<file path="config.mk">
export PLATFORM = sky130hd
export DESIGN_NAME = ncc_ram
export DESIGN_NICKNAME = d
export VERILOG_FILES = /design/src/rtl/nearest_centroid_classifier_unit_assert.svh /design/src/rtl/ncc_ram.sv
export SDC_FILE = /design/constraint.sdc
export NUM_CORES = 1
export LEC_CHECK = 0
export BUFFER_PORTS_ARGS = -buffer_cell sky130_fd_sc_hd__buf_2
export CAP_MARGIN = 20
export CORE_MARGIN = 2
export CORE_UTILIZATION = 55
export DETAILED_ROUTE_END_ITERATION = 12
export PLACE_DENSITY = 0.72
export RECOVER_POWER = 50
export SLEW_MARGIN = 20
export SYNTH_ARGS = -nofsm -noshare
export SYNTH_HDL_FRONTEND = slang
export SYNTH_SLANG_ARGS = --single-unit
</file>
<file path="constraint.sdc">
create_clock -name clock -period 5.45 [get_ports clock]
set_clock_uncertainty 0.05 [all_clocks]
set_input_delay 1.3625 -clock clock [delete_from_list [all_inputs] [get_ports clock]]
set_output_delay 1.3625 -clock clock [all_outputs]
set_load 0.01 [all_outputs]
</file>
<file path="src/rtl/nearest_centroid_classifier_unit_assert.svh">
// Assertion helpers for the nearest centroid classifier.
`ifndef NEAREST_CENTROID_CLASSIFIER_UNIT_ASSERT_SVH
`define NEAREST_CENTROID_CLASSIFIER_UNIT_ASSERT_SVH

// Same-cycle implication, checked on every rising clock outside reset.
`define NCC_ASSERT_IMPLIES(lbl, ante, cons) \
   lbl: assert property (@(posedge clock) disable iff (reset) (ante) |-> (cons)) \
      else $error("ncc assertion failed");

// Next-cycle implication.
`define NCC_ASSERT_NEXT(lbl, ante, cons) \
   lbl: assert property (@(posedge clock) disable iff (reset) (ante) |=> (cons)) \
      else $error("ncc assertion failed");

`endif

</file>
<file path="src/rtl/ncc_ram.sv">
module ncc_ram #(
   parameter int WIDTH  = 32,
   parameter int DEPTH  = 16,
   parameter int ADDR_W = (DEPTH > 1) ? $clog2(DEPTH) : 1
) (
   input  logic              clock,
   input  logic              write_enable,
   input  logic [ADDR_W-1:0] write_address,
   input  logic [WIDTH-1:0]  write_data,
   input  logic              read_enable,
   input  logic [ADDR_W-1:0] read_address,
   output logic [WIDTH-1:0]  read_data
);

   logic [WIDTH-1:0] mem_ff [DEPTH];
   logic [WIDTH-1:0] read_data_ff;

   always_ff @(posedge clock) begin
      if (write_enable) begin
         mem_ff[write_address] <= write_data;
      end
      if (read_enable) begin
         read_data_ff <= mem_ff[read_address];
      end
   end

   assign read_data = read_data_ff;

endmodule

</file>
==> results.json <==
{
  "status": "finished with violations",
  "max_cap_violations": 1,
  "timing.critical_path.fanout_max": 32,
  "cts-root-to-sink-buffers": 3,
  "cell_area_after_synthesis_um2": 20200,
  "min-delay-path-class": "reg2reg",
  "ctsHtreeMaxLevel": 2,
  "clock-sinks": 544,
  "critPathSlowestCell": "sky130_fd_sc_hd__clkbuf_1",
  "placement.setup.worst_slack_ps": 1760,
  "finish.cell_count_without_fillers": 1461,
  "relative_max_transition_margin_pct": -93.1,
  "ys_warn_count": 0,
  "clock_insertion_delay_worst_skew_ps": 580,
  "syn_area_per_cell_um2": 24.1,
  "setup_violations": 0,
  "final_antenna_net_count": 0,
  "post_synthesis_to_final_layout_area_growth_pct": 13.4,
  "grt_first_pass_wirelength_mm": 60.9,
  "finalWorstSetupSlack_ps": 2010,
  "drt-wirelength-per-cell_um": 28.2,
  "cts.root.buffer_cell": "sky130_fd_sc_hd__clkbuf_16",
  "number_of_global_route_vias_before_repair": 9402,
  "worstSetupPathDepth": 2,
  "std_cell_rows": 70,
  "drtIter0Drc": 1022,
  "cellLeakagePower_nw": 7.23,
  "max_slew_violations": 33,
  "rsz0062_at_grt": "no",
  "yosysSeqAreaShare_pct": 81.0,
  "grt_util_all_layers_pct": 22.3,
  "crit_path_cell_trace": "buf_2 > clkbuf_1",
  "final.period_utilization_pct": 63.1,
  "family_with_the_most_delay_on_the_worst_path": "buffers and inverters",
  "pwr_density_cell_nw_per_um2": 373,
  "peakVddDrop_mv": 0.282,
  "drive_above_1_share_pct": 28.7,
  "ios": 75,
  "critical_path.n_buffers_inverters": 2,
  "fin_crit_ps": 3440,
  "ys_ff_latch": 544,
  "worstPathRequired_ps": 5520,
  "tritoncts": "built",
  "design_area_um2": 22900,
  "cts.repair.resized": 0,
  "grt.overflow.total": 0,
  "initial_core_util_pct": 55.5,
  "synth_cell_type_count": 17,
  "die_w_um": 196,
  "place.port_buffers": 74,
  "placed_cells_incl_taps": 1367,
  "vias": 9143,
  "worstSetupEndpointType": "flop",
  "die_height_um": 196,
  "hold_buffers": 0,
  "totalNegativeSetupSlack_ps": 0,
  "violations": "capacitance limit, slew limit",
  "report.final.hold_viol_count": 0,
  "number_of_detailed_routing_iterations_run_before_antenna_repair": 5,
  "tritoncts.num_buffers": 53,
  "place.gp.congestion": 0.711,
  "route.detailed.vias_per_inst": 6.26,
  "pin_count_of_the_biggest_net_entering_global_routing": 69,
  "timing.critical_path.from_type": "primary input",
  "min_delay_path_depth": 3,
  "criticalPathCategory": "in2reg",
  "critical_path_arrival_ps": 3510,
  "postCtsSetupRepairBufs": 0,
  "finalNetCount": 998,
  "worst_pin_slew_ps": 2900,
  "core_area_um2": 36300,
  "filler_cell_count": 2418,
  "reg2reg_depth": 3,
  "synth_fp_nets": 881,
  "max_freq_mhz": 291,
  "drt_wl_total_mm": 41.2,
  "critical-path-max-stage-delay_ps": 2030,
  "placed_cell_area_um2": 21300,
  "design.die.area_um2": 38200,
  "syn_inst": 838,
  "drc_markers": 0,
  "worst_setup_hold_path_clk_slew_ps": 60,
  "detailedPlacementHpwl_mm": 21.8,
  "grt_antenna_before_repair": 2
}
==> worst paths after layout <==
path	slack (ps)	startpoint	endpoint
worst max-delay path	2010	read_enable	read_data[18]
worst min-delay path	690	mem_ff[12][18]	read_data[18]
worst min register to register	690	mem_ff[12][18]	read_data[18]
worst max register to register	3920	mem_ff[2][16]	read_data[16]
==> report_power, final <==
group	total (mW)	internal [mW]	switching (mW)
logic	0.401	0.160	0.241
registers	4.74	4.72	0.0262
clock network	3.38	1.91	1.47
==> placed cells by master, fill, tap and decap left out <==
master and instances:
sky130_fd_sc_hd__a22oi_1 64, sky130_fd_sc_hd__and2_2 1, sky130_fd_sc_hd__buf_12 4, sky130_fd_sc_hd__buf_2 39
sky130_fd_sc_hd__buf_4 26, sky130_fd_sc_hd__bufinv_16 3, sky130_fd_sc_hd__clkbuf_1 43, sky130_fd_sc_hd__clkbuf_16 53
sky130_fd_sc_hd__clkbuf_8 1, sky130_fd_sc_hd__clkinv_1 16, sky130_fd_sc_hd__clkinv_2 7, sky130_fd_sc_hd__clkinv_4 2
sky130_fd_sc_hd__clkinvlp_4 2, sky130_fd_sc_hd__diode_2 1, sky130_fd_sc_hd__edfxtp_1 544, sky130_fd_sc_hd__inv_8 1
sky130_fd_sc_hd__mux4_2 128, sky130_fd_sc_hd__nand2_1 33, sky130_fd_sc_hd__nand2b_1 2, sky130_fd_sc_hd__nand3_1 1
sky130_fd_sc_hd__nand3b_1 2, sky130_fd_sc_hd__nor2_1 1, sky130_fd_sc_hd__nor2_4 12, sky130_fd_sc_hd__nor2b_4 2
sky130_fd_sc_hd__nor3_1 1, sky130_fd_sc_hd__nor3_2 2, sky130_fd_sc_hd__nor3_4 1, sky130_fd_sc_hd__or3b_2 1
==> logic make-up after synthesis <==
logic type / Yosys count / synth area share (%)
mux: 128 / 14.3
simple gates: 59 / 1.25
flops: 544 / 81.0
buf+inv: 43 / 1.10
compound gates: 64 / 2.38
==> per-layer routing <==
layer / share of wire (%) / track usage [%]
met5: 0.027 / 0
met3: 7.9 / 4.35
met2: 48 / 35.3
met4: 2.1 / 6.19
met1: 42 / 32.4
==> Yosys cell counts <==
library cell | number | area share (%)
sky130_fd_sc_hd__and2_1 | 1 | 0.031
sky130_fd_sc_hd__nand2b_1 | 2 | 0.062
sky130_fd_sc_hd__buf_6 | 2 | 0.11
sky130_fd_sc_hd__nand3_1 | 1 | 0.025
sky130_fd_sc_hd__a22oi_1 | 64 | 2.4
sky130_fd_sc_hd__edfxtp_1 | 544 | 81
sky130_fd_sc_hd__nor2_1 | 13 | 0.24
sky130_fd_sc_hd__buf_4 | 11 | 0.41
sky130_fd_sc_hd__buf_1 | 9 | 0.17
sky130_fd_sc_hd__clkbuf_1 | 17 | 0.32
sky130_fd_sc_hd__mux4_2 | 128 | 14
sky130_fd_sc_hd__or3b_2 | 1 | 0.043
sky130_fd_sc_hd__nand2_1 | 33 | 0.61
sky130_fd_sc_hd__nor3_1 | 4 | 0.099
sky130_fd_sc_hd__nor2b_1 | 2 | 0.062
sky130_fd_sc_hd__buf_2 | 4 | 0.099
sky130_fd_sc_hd__nand3b_1 | 2 | 0.074
==> through the flow <==
step                hold WS [ps]  power, mW  util (%)
floorplan                    660       5.06         -
global placement             675       5.23      58.6
detailed placement           678       5.24      58.7
CTS                          694       8.59      63.0
global route                 725       8.78      62.9
finish                       691       8.52      62.9
==> cell type report <==
class,instances,area [um2],area share [%]
repair buffers,105,616,2.69
diodes,1,2.50,0.0109
well taps,468,586,2.56
clock buffers,61,1360,5.93
clock inverters,31,229,1.00
multi-input cells,251,3740,16.4
flip-flops and latches,544,16300,71.4
==> registers in the layout, indices dropped and copies added, names as in the netlist <==
| register | flops |
|---|---|
| mem_ff | 512 |
| read_data | 32 |
(Power assumes the default switching activity.)
